[src/rtl/core/hex_run_length_frame_decoder_macros.svh]
// Assertion macros for the hex run-length frame decoder.
// Used by the top level only; needs nothing else.
`ifndef HEX_RUN_LENGTH_FRAME_DECODER_MACROS_SVH
`define HEX_RUN_LENGTH_FRAME_DECODER_MACROS_SVH

// Same-cycle implication, disabled in reset.
`define HRLFD_ASSERT_NOW(label, clk, rst, ante, cons) \
   label: assert property (@(posedge clk) disable iff (rst) (ante) |-> (cons)) \
      else $error("hrlfd: same-cycle check failed");

// Next-cycle implication, disabled in reset.
`define HRLFD_ASSERT_NEXT(label, clk, rst, ante, cons) \
   label: assert property (@(posedge clk) disable iff (rst) (ante) |=> (cons)) \
      else $error("hrlfd: next-cycle check failed");

`endif

[src/rtl/core/hrlfd_pkg.sv]
// Shared types and constants of the hex run-length frame decoder.
// No dependencies; used by every module of the block.
`default_nettype none

package hrlfd_pkg;

   localparam int unsigned FRAME_WIDTH_DEF  = 80;
   localparam int unsigned FRAME_HEIGHT_DEF = 25;

   localparam int unsigned CHAR_W = 8;
   localparam int unsigned NIB_W  = 4;
   localparam int unsigned COL_W  = 7;
   localparam int unsigned ROW_W  = 5;
   localparam int unsigned LEN_W  = 7;
   localparam int unsigned FP_W   = 11;  // stored frame position
   localparam int unsigned POS_W  = 12;  // largest sum: 1999 + 127
   localparam int unsigned CALC_W = 13;  // holds the largest frame size
   localparam int unsigned RECIP_SHIFT = 24;
   localparam int unsigned QUEUE_DEPTH = 2;

   localparam logic [CHAR_W-1:0] CHAR_SPACE = 8'h20;
   localparam logic [CHAR_W-1:0] CHAR_CR    = 8'h0D;
   localparam logic [CHAR_W-1:0] CHAR_LF    = 8'h0A;

   typedef struct packed {
      logic             color;
      logic [LEN_W-1:0] len;
   } run_type;

   typedef struct packed {
      logic             pixel_color;
      logic [COL_W-1:0] start_column;
      logic [ROW_W-1:0] start_row;
      logic [LEN_W-1:0] run_length;
      logic             end_of_frame;
      logic             last_segment;
   } seg_type;

   typedef struct packed {
      logic full;
      logic empty;
   } q_status_type;

   typedef enum logic {
      BK_IDLE,
      BK_SECOND
   } back_state_type;

endpackage

`default_nettype wire

[src/rtl/core/hrlfd_queue.sv]
// Small first-word-fall-through queue of flip-flops.
// Depends on hrlfd_pkg for the status struct.
`default_nettype none

module hrlfd_queue #(
   parameter int unsigned DEPTH = hrlfd_pkg::QUEUE_DEPTH,
   parameter int unsigned WIDTH = 8
) (
   input  wire logic                  clock,
   input  wire logic                  reset,
   input  wire logic                  push,
   input  wire logic [WIDTH-1:0]      push_data,
   input  wire logic                  pop,
   output      logic [WIDTH-1:0]      pop_data,
   output      hrlfd_pkg::q_status_type status
);

   localparam int unsigned PTR_W = (DEPTH > 1) ? $clog2(DEPTH) : 1;
   localparam int unsigned CNT_W = $clog2(DEPTH + 1);
   localparam logic [PTR_W-1:0] LAST_PTR = PTR_W'(DEPTH - 1);
   localparam logic [CNT_W-1:0] FULL_CNT = CNT_W'(DEPTH);

   logic [WIDTH-1:0] mem_ff [DEPTH];
   logic [PTR_W-1:0] wr_ptr_ff, wr_ptr_in;
   logic [PTR_W-1:0] rd_ptr_ff, rd_ptr_in;
   logic [CNT_W-1:0] count_ff, count_in;
   logic             do_push, do_pop;

   assign status.full  = (count_ff == FULL_CNT);
   assign status.empty = (count_ff == '0);
   assign do_push      = push && !status.full;
   assign do_pop       = pop && !status.empty;
   assign pop_data     = mem_ff[rd_ptr_ff];

   always_comb begin
      wr_ptr_in = wr_ptr_ff;
      rd_ptr_in = rd_ptr_ff;
      count_in  = count_ff;
      if (do_push) begin
         wr_ptr_in = (wr_ptr_ff == LAST_PTR) ? '0 : wr_ptr_ff + 1'b1;
      end
      if (do_pop) begin
         rd_ptr_in = (rd_ptr_ff == LAST_PTR) ? '0 : rd_ptr_ff + 1'b1;
      end
      case ({do_push, do_pop})
         2'b10:   count_in = count_ff + 1'b1;
         2'b01:   count_in = count_ff - 1'b1;
         default: count_in = count_ff;
      endcase
   end

   always_ff @(posedge clock) begin
      if (reset) begin
         wr_ptr_ff <= '0;
         rd_ptr_ff <= '0;
         count_ff  <= '0;
      end else begin
         wr_ptr_ff <= wr_ptr_in;
         rd_ptr_ff <= rd_ptr_in;
         count_ff  <= count_in;
      end
   end

   always_ff @(posedge clock) begin
      if (do_push) begin
         mem_ff[wr_ptr_ff] <= push_data;
      end
   end

endmodule

`default_nettype wire

[src/rtl/core/hrlfd_front.sv]
// Front end: drops blanks, pairs hex digits into run bytes, queues nonzero runs.
// Depends on hrlfd_pkg for character codes and the run struct.
`default_nettype none

module hrlfd_front (
   input  wire logic                          clock,
   input  wire logic                          reset,
   input  wire logic                          accept,
   input  wire logic [hrlfd_pkg::CHAR_W-1:0]  char_in,
   output      logic                          run_push,
   output      hrlfd_pkg::run_type            run
);

   logic                         wait_ff, wait_in;
   logic [hrlfd_pkg::NIB_W-1:0]  high_ff, high_in;
   logic [hrlfd_pkg::NIB_W-1:0]  nib;
   logic                         skip;
   logic [hrlfd_pkg::CHAR_W-1:0] byte_val;

   // Only '0'..'9' and uppercase 'A'..'F' are digits; anything else reads as zero.
   always_comb begin
      nib = '0;
      if (char_in inside {[8'h30:8'h39]}) begin
         nib = char_in[hrlfd_pkg::NIB_W-1:0];
      end else if (char_in inside {[8'h41:8'h46]}) begin
         nib = char_in[hrlfd_pkg::NIB_W-1:0] + 4'd9;
      end
   end

   assign skip = char_in inside {hrlfd_pkg::CHAR_SPACE, hrlfd_pkg::CHAR_CR, hrlfd_pkg::CHAR_LF};
   assign byte_val  = {high_ff, nib};
   assign run.color = byte_val[hrlfd_pkg::CHAR_W-1];
   assign run.len   = byte_val[hrlfd_pkg::LEN_W-1:0];
   // Drop zero-length runs here so the back end never sees them.
   assign run_push  = accept && !skip && wait_ff && (run.len != '0);

   always_comb begin
      wait_in = wait_ff;
      high_in = high_ff;
      if (accept && !skip) begin
         wait_in = !wait_ff;
         if (!wait_ff) begin
            high_in = nib;
         end
      end
   end

   always_ff @(posedge clock) begin
      if (reset) begin
         wait_ff <= 1'b0;
         high_ff <= '0;
      end else begin
         wait_ff <= wait_in;
         high_ff <= high_in;
      end
   end

endmodule

`default_nettype wire

[src/rtl/core/hrlfd_back.sv]
// Back end: places runs on the frame, splits at the frame end, tracks column and row.
// Depends on hrlfd_pkg for widths, structs and the state enum.
`default_nettype none

module hrlfd_back #(
   parameter int unsigned FRAME_WIDTH  = hrlfd_pkg::FRAME_WIDTH_DEF,
   parameter int unsigned FRAME_HEIGHT = hrlfd_pkg::FRAME_HEIGHT_DEF
) (
   input  wire logic                    clock,
   input  wire logic                    reset,
   input  wire hrlfd_pkg::q_status_type run_status,
   input  wire hrlfd_pkg::run_type      run,
   output      logic                    run_pop,
   input  wire hrlfd_pkg::q_status_type seg_status,
   output      logic                    seg_push,
   output      hrlfd_pkg::seg_type      seg
);

   localparam int unsigned CALC_W = hrlfd_pkg::CALC_W;
   localparam int unsigned POS_W  = hrlfd_pkg::POS_W;
   localparam int unsigned COL_W  = hrlfd_pkg::COL_W;
   localparam int unsigned ROW_W  = hrlfd_pkg::ROW_W;
   localparam int unsigned LEN_W  = hrlfd_pkg::LEN_W;
   localparam int unsigned FP_W   = hrlfd_pkg::FP_W;
   localparam int unsigned SHIFT  = hrlfd_pkg::RECIP_SHIFT;
   localparam int unsigned PIX    = FRAME_WIDTH * FRAME_HEIGHT;
   // Rounded-up reciprocal: exact quotient for every position below 2^POS_W.
   localparam int unsigned RECIP   = ((1 << SHIFT) + FRAME_WIDTH - 1) / FRAME_WIDTH;
   localparam int unsigned RECIP_W = $clog2(RECIP + 1);
   localparam int unsigned PROD_W  = POS_W + RECIP_W;
   localparam int unsigned Q_W     = PROD_W - SHIFT;
   localparam logic [CALC_W-1:0]  PIX_C   = CALC_W'(PIX);
   localparam logic [RECIP_W-1:0] RECIP_C = RECIP_W'(RECIP);
   localparam logic [COL_W-1:0]   WIDTH_C = COL_W'(FRAME_WIDTH);

   hrlfd_pkg::back_state_type state_ff, state_in;
   logic                div_pend_ff;
   logic [FP_W-1:0]     fp_ff;
   logic [COL_W-1:0]    col_ff, col_in;
   logic [ROW_W-1:0]    row_ff, row_in;
   logic [POS_W-1:0]    pos_ff, pos_in;
   logic [PROD_W-1:0]   prod_ff, prod_in;
   hrlfd_pkg::seg_type  seg2_ff, seg2_in;

   logic [CALC_W-1:0]   fp_ext, fp_eff, len_ext, room, sum, rem_ext;
   logic [LEN_W-1:0]    rem;
   logic                at_end, clip, split;
   hrlfd_pkg::seg_type  seg1;
   logic [Q_W-1:0]      quot;
   logic [Q_W+COL_W-1:0] quot_w;
   logic [POS_W-1:0]    col_full;

   // Place the run against the room left in the frame.
   always_comb begin
      fp_ext  = CALC_W'(fp_ff);
      at_end  = (fp_ext >= PIX_C);
      fp_eff  = at_end ? '0 : fp_ext;
      len_ext = CALC_W'(run.len);
      room    = PIX_C - fp_eff;
      sum     = fp_eff + len_ext;
      rem     = run.len - room[LEN_W-1:0];
      rem_ext = CALC_W'(rem);
      clip    = (rem_ext >= PIX_C);
      split   = 1'b0;

      seg1.pixel_color  = run.color;
      seg1.start_column = at_end ? '0 : col_ff;
      seg1.start_row    = at_end ? '0 : row_ff;
      seg1.run_length   = run.len;
      seg1.end_of_frame = 1'b0;
      seg1.last_segment = 1'b1;
      pos_in            = sum[POS_W-1:0];

      seg2_in.pixel_color  = run.color;
      seg2_in.start_column = '0;
      seg2_in.start_row    = '0;
      seg2_in.run_length   = clip ? PIX_C[LEN_W-1:0] : rem;
      seg2_in.end_of_frame = clip;
      seg2_in.last_segment = 1'b1;

      if (len_ext == room) begin
         seg1.end_of_frame = 1'b1;
         pos_in            = '0;
      end else if (len_ext > room) begin
         // Fill the frame, carry the rest into the next one.
         split             = 1'b1;
         seg1.run_length   = room[LEN_W-1:0];
         seg1.end_of_frame = 1'b1;
         seg1.last_segment = 1'b0;
         pos_in            = clip ? '0 : POS_W'(rem);
      end
      prod_in = PROD_W'(pos_in) * PROD_W'(RECIP_C);
   end

   // Second step of the position split: remainder from the registered quotient.
   always_comb begin
      quot     = prod_ff[PROD_W-1:SHIFT];
      quot_w   = quot * WIDTH_C;
      col_full = pos_ff - POS_W'(quot_w);
      col_in   = col_full[COL_W-1:0];
      row_in   = ROW_W'(quot);
   end

   always_comb begin
      state_in = state_ff;
      run_pop  = 1'b0;
      seg_push = 1'b0;
      seg      = seg1;
      case (state_ff)
         hrlfd_pkg::BK_IDLE: begin
            if (!div_pend_ff && !run_status.empty && !seg_status.full) begin
               run_pop  = 1'b1;
               seg_push = 1'b1;
               if (split) begin
                  state_in = hrlfd_pkg::BK_SECOND;
               end
            end
         end
         hrlfd_pkg::BK_SECOND: begin
            seg = seg2_ff;
            if (!seg_status.full) begin
               seg_push = 1'b1;
               state_in = hrlfd_pkg::BK_IDLE;
            end
         end
         default: begin
            state_in = hrlfd_pkg::BK_IDLE;
         end
      endcase
   end

   always_ff @(posedge clock) begin
      if (reset) begin
         state_ff    <= hrlfd_pkg::BK_IDLE;
         div_pend_ff <= 1'b0;
         fp_ff       <= '0;
         col_ff      <= '0;
         row_ff      <= '0;
      end else begin
         state_ff    <= state_in;
         div_pend_ff <= run_pop;
         if (run_pop) begin
            fp_ff <= pos_in[FP_W-1:0];
         end
         if (div_pend_ff) begin
            col_ff <= col_in;
            row_ff <= row_in;
         end
      end
   end

   always_ff @(posedge clock) begin
      if (run_pop) begin
         pos_ff  <= pos_in;
         prod_ff <= prod_in;
         seg2_ff <= seg2_in;
      end
   end

endmodule

`default_nettype wire

[src/rtl/core/hex_run_length_frame_decoder.sv]
// Hex run-length frame decoder: one ASCII character per word in, run segments
// out. Blanks (space, CR, LF) are dropped; other characters pair into a byte
// whose bit 7 is the color and whose low 7 bits are the run length. The front
// end takes one character every cycle while its two-word run queue has room.
// The back end takes no new run until the column and row of the last are set:
// they come from a reciprocal multiply of the new frame position, registered,
// then a remainder step. A run that crosses the frame end gives its second
// segment from a second state once the result queue has room. Segments wait
// in a two-word result queue; a run's first segment passes the run queue, then
// the result queue. Depends on hrlfd_pkg and the macros.
`default_nettype none

`include "hex_run_length_frame_decoder_macros.svh"

module hex_run_length_frame_decoder #(
   parameter int unsigned FRAME_WIDTH  = hrlfd_pkg::FRAME_WIDTH_DEF,
   parameter int unsigned FRAME_HEIGHT = hrlfd_pkg::FRAME_HEIGHT_DEF
) (
   input  wire logic                               clock,
   input  wire logic                               reset,
   input  wire logic                               req_push,
   output      logic                               req_full,
   input  wire logic [hrlfd_pkg::CHAR_W-1:0]       req_input_char,
   output      logic                               rsp_empty,
   input  wire logic                               rsp_pop,
   output      logic                               rsp_pixel_color,
   output      logic [hrlfd_pkg::COL_W-1:0]        rsp_start_column,
   output      logic [hrlfd_pkg::ROW_W-1:0]        rsp_start_row,
   output      logic [hrlfd_pkg::LEN_W-1:0]        rsp_run_length,
   output      logic                               rsp_end_of_frame,
   output      logic                               rsp_last_segment
);

   localparam int unsigned RUN_W = $bits(hrlfd_pkg::run_type);
   localparam int unsigned SEG_W = $bits(hrlfd_pkg::seg_type);

   logic                    accept;
   logic                    run_push, run_pop, seg_push;
   hrlfd_pkg::run_type      run_in, run_out;
   hrlfd_pkg::seg_type      seg_in, seg_out;
   hrlfd_pkg::q_status_type run_status, seg_status;
   logic [RUN_W-1:0]        run_word;
   logic [SEG_W-1:0]        seg_word;

   assign req_full = run_status.full;
   assign accept   = req_push && !run_status.full;

   hrlfd_front u_front (
      .clock    (clock),
      .reset    (reset),
      .accept   (accept),
      .char_in  (req_input_char),
      .run_push (run_push),
      .run      (run_in)
   );

   hrlfd_queue #(
      .DEPTH (hrlfd_pkg::QUEUE_DEPTH),
      .WIDTH (RUN_W)
   ) u_run_queue (
      .clock     (clock),
      .reset     (reset),
      .push      (run_push),
      .push_data (run_in),
      .pop       (run_pop),
      .pop_data  (run_word),
      .status    (run_status)
   );

   assign run_out = run_word;

   hrlfd_back #(
      .FRAME_WIDTH  (FRAME_WIDTH),
      .FRAME_HEIGHT (FRAME_HEIGHT)
   ) u_back (
      .clock      (clock),
      .reset      (reset),
      .run_status (run_status),
      .run        (run_out),
      .run_pop    (run_pop),
      .seg_status (seg_status),
      .seg_push   (seg_push),
      .seg        (seg_in)
   );

   hrlfd_queue #(
      .DEPTH (hrlfd_pkg::QUEUE_DEPTH),
      .WIDTH (SEG_W)
   ) u_seg_queue (
      .clock     (clock),
      .reset     (reset),
      .push      (seg_push),
      .push_data (seg_in),
      .pop       (rsp_pop),
      .pop_data  (seg_word),
      .status    (seg_status)
   );

   assign seg_out          = seg_word;
   assign rsp_empty        = seg_status.empty;
   assign rsp_pixel_color  = seg_out.pixel_color;
   assign rsp_start_column = seg_out.start_column;
   assign rsp_start_row    = seg_out.start_row;
   assign rsp_run_length   = seg_out.run_length;
   assign rsp_end_of_frame = seg_out.end_of_frame;
   assign rsp_last_segment = seg_out.last_segment;

   // The back end never writes into a full result queue.
   `HRLFD_ASSERT_NOW(a_seg_room, clock, reset, seg_push, !seg_status.full)
   // The back end only takes a run that is waiting.
   `HRLFD_ASSERT_NOW(a_run_present, clock, reset, run_pop, !run_status.empty)
   // A segment that is not the last of its run always closes the frame.
   `HRLFD_ASSERT_NOW(a_split_eof, clock, reset, seg_push && !seg_in.last_segment,
                     seg_in.end_of_frame)
   // A taken run blocks the back end from taking another while column and row settle.
   `HRLFD_ASSERT_NEXT(a_run_spacing, clock, reset, run_pop, !run_pop)

endmodule

`default_nettype wire

[config.mk]
export PLATFORM = sky130hd
export DESIGN_NAME = hex_run_length_frame_decoder
export DESIGN_NICKNAME = d
export VERILOG_FILES = /design/src/rtl/core/hrlfd_pkg.sv /design/src/rtl/core/hrlfd_queue.sv /design/src/rtl/core/hrlfd_front.sv /design/src/rtl/core/hrlfd_back.sv /design/src/rtl/core/hex_run_length_frame_decoder.sv
export VERILOG_INCLUDE_DIRS = /design/src /design/src/rtl/core
export SDC_FILE = /design/constraint.sdc
export NUM_CORES = 1
export LEC_CHECK = 0
export ABC_AREA = 1
export BUFFER_PORTS_ARGS = -buffer_cell sky130_fd_sc_hd__buf_2
export CORE_ASPECT_RATIO = 0.5
export CORE_MARGIN = 5
export CORE_UTILIZATION = 30
export DETAILED_ROUTE_END_ITERATION = 16
export RECOVER_POWER = 25
export SLEW_MARGIN = 20
export SYNTH_ARGS = -nofsm -noshare
export SYNTH_HDL_FRONTEND = slang
export SYNTH_SLANG_ARGS = --single-unit
[constraint.sdc]
create_clock -name clock -period 11.6 [get_ports clock]
set_input_delay 1.74 -clock clock [delete_from_list [all_inputs] [get_ports clock]]
set_output_delay 1.74 -clock clock [all_outputs]
set_load 0.1 [all_outputs]
==> results.tsv <==
metric	value	unit
outcome	finished with violations	
violated checks	max-capacitance violations, max-slew violations	
CTS tree	built	
# diodes	0	
Max stage delay on crit path	0.57	ns
first-pass GRT wire length	32.5	mm
CP Data Arrival Time	8.41	ns
clock slew at reported path FFs	0.06	ns
register area share after synthesis	0.367	
final core occ	0.343	
die area	0.0328	mm2
Period Utilization, post-route	0.712	
Synth-to-Final Area Change	13.6	%
CTS max path bufs	2	
grt total ovfl	0	
WP data required	11.75	ns
layout cells sized above 1	0.128	
EDFF count, synth	80	
worst r2r src	u_back.fp_ff[5]	
number of CTS-inserted buffers	17	
Slew @ Worst Pin	2.06	ns
Pre-antenna DRT Iters	5	
CP Launch Type	register	
Cell variety after synth	47	
Final Skew	0.00731	ns
post-synthesis cell count	954	
final WL	19.8	mm
initial antenna violation count	0	
Avg Inst Size Synth	9.15	um2
I/O pin cnt	36	
Primary FF master, synth	edfxtp_1	
antenna-violating nets left	0	
FP Rows	44	
Routability Congestion	0.880	
max-cap viol count	1	
Critical R2R Capture	u_back.prod_ff[28]	
# clock sinks	120	
Min-Delay Startpoint	u_front.high_ff[3]	
Post-Layout Cell Count	1397	
die width	251	um
vias in the first global route	6384	
WL per Instance	14.2	um
crit path kind	register to register	
setup TNS	0	ns
Hold Path Sink	u_run_queue.mem_ff[0][7]	
HP Class	register to register	
Worst R2R Path Depth	36	
H-Tree Depth	4	
Core ar.	0.0288	mm2
Hold Vio Cnt, Final	0	
CTS root buffer	clkbuf_16	
initial core utilization	0.302	
Vias per Instance	4.57	
port bufs	35	
Final Net Count	1143	
CP most frequent cell	nand2_1	
drt drc	0	
syn_nets	1104	
CP Max Fanout	19	
clock latency at the later pin of the worst-skew pair	0.41	ns
dpl hpwl	16.0	mm
endpoints failing setup	0	
CTS resizes	0	
post-synthesis cell area	0.00873	mm2
Max Freq	0.121	GHz
Syn. warnings	0	
hold buffer count at CTS	0	
GRT Resource Usage Total	0.123	
flop2flop setup slack	3.34	ns
1st-iter DRT viols	420	
Hold Crit Depth	0	
Post CTS Setup Buffer Count	0	
largest net degree at the start of global routing	44	
via count	6381	
die height	131	um
CP max-delay cell	fa_1	
unrepaired setup endpoints after global routing	no	
slew margin rel.	-0.374	
Tmin final	8.26	ns
FFs w/ async S/R, synth	0	
Yosys reg bits	120	
critical path endpoint category	register	
fin. max-slew vios	44	
dpl cells	1365	
==> per-layer routing <==
layer,GRT usage,routed length [um]
met5,0,0
met4,0.0289,210
met3,0.0180,624
met2,0.213,9430
met1,0.166,9570
==> sequential cells by signal, summed over array words and instances (netlist names), named ones only <==
signal,count
u_seg_queue.mem_ff,44
u_run_queue.mem_ff,16
u_back.fp_ff,11
u_back.seg2_ff,8
u_back.col_ff,7
u_back.pos_ff,7
u_back.prod_ff,5
u_back.row_ff,5
u_front.high_ff,4
u_run_queue.count_ff,2
u_seg_queue.count_ff,2
u_back.div_pend_ff,1
u_back.state_ff,1
u_front.wait_ff,1
u_run_queue.rd_ptr_ff,1
u_run_queue.wr_ptr_ff,1
u_seg_queue.rd_ptr_ff,1
u_seg_queue.wr_ptr_ff,1
==> worst max path at each step <==
| stage | depth (start not counted) | end | slack (ns) | start |
|---|---|---|---|---|
| 3_3_place_gp | 37 | u_back.prod_ff[28] | 4.14 | u_back.fp_ff[6] |
| 3_5_place_dp | 38 | u_back.prod_ff[28] | 3.79 | u_back.fp_ff[6] |
| 6_report | 36 | u_back.prod_ff[28] | 3.34 | u_back.fp_ff[5] |
| 4_1_cts | 36 | u_back.prod_ff[28] | 3.76 | u_back.fp_ff[6] |
| 5_1_grt | 36 | u_back.prod_ff[28] | 2.63 | u_back.fp_ff[5] |
| 2_1_floorplan | 40 | u_back.prod_ff[28] | 4.64 | u_back.fp_ff[5] |
==> placed cells by master, fill, tap and decap left out, drive strengths merged, types with 2 or more instances in the layout <==
master and instances:
a211oi 3, a21o 2, a21oi 52, a31oi 2
buf 37, bufinv 3, clkbuf 18, clkinv 5
dfxtp 40, edfxtp 80, fa 44, ha 94
inv 184, mux2 25, nand2 162, nand3 47
nand4 8, nor2 90, nor3 4, nor4 2
o2111ai 2, o211ai 2, o21a 2, o21ai 63
o31ai 4, or2 2, xnor2 9, xor2 12
==> metrics by stage <==
step / instance area (um2) / setup WS (ns) / hold WS [ns]
after CTS: 9920 / 3.76 / 0.469
after global routing: 9910 / 2.63 / 0.485
after floorplan: 8730 / 4.64 / 0.426
final: 9910 / 3.34 / 0.469
after detailed placement: 9310 / 3.79 / 0.452
after global placement: 9310 / 4.14 / 0.437
==> cell families after synthesis <==
kind of cell	Yosys count	share of synthesized area
flops	120	0.367
buf+inv	196	0.0900
mux	25	0.0323
compound gates	137	0.0870
xor+xnor	21	0.0211
fa+ha+maj	138	0.236
simple gates	317	0.167
==> area by class of cell <==
| class | instances | area (um2) |
|---|---|---|
| clock buffer | 17 | 425 |
| inverter | 178 | 673 |
| tap | 391 | 489 |
| sequential | 120 | 3200 |
| fill | 2948 | 18900 |
| timing repair buffer | 38 | 194 |
| multi-input combinational | 638 | 4730 |
| clock inverter | 15 | 191 |
==> worst max-delay path: cells and delay by family, from the launching register on <==
family          cells  cell delay (ns)
simple gates       19             2.92
xor+xnor            2             0.27
buf+inv             4             0.41
compound gates      3             0.65
fa+ha+maj           8             3.35
flops               1             0.37
==> cell usage after synthesis, types with 4 or more instances <==
cell,instances,area (um2)
mux2_2,25,282
xnor2_1,9,78.8
buf_1,4,15.0
clkbuf_1,8,30.0
nor2_1,81,304
o21ai_1,4,20.0
nor3_1,4,20.0
fa_1,44,881
nand3_2,6,60.1
a21oi_1,52,260
nand2_2,8,50.1
o21ai_0,58,290
xor2_1,12,105
nor2_2,5,31.3
nand3_1,39,195
nand2_4,5,56.3
nand4_1,8,50.1
edfxtp_1,80,2400
ha_1,94,1180
buf_6,6,67.6
inv_1,173,649
nand2_1,149,559
dfxtp_1,40,801
Power is left out: the tool's default activity adds up to more than one toggle a clock period on the data nets, which glitch-free logic cannot reach.
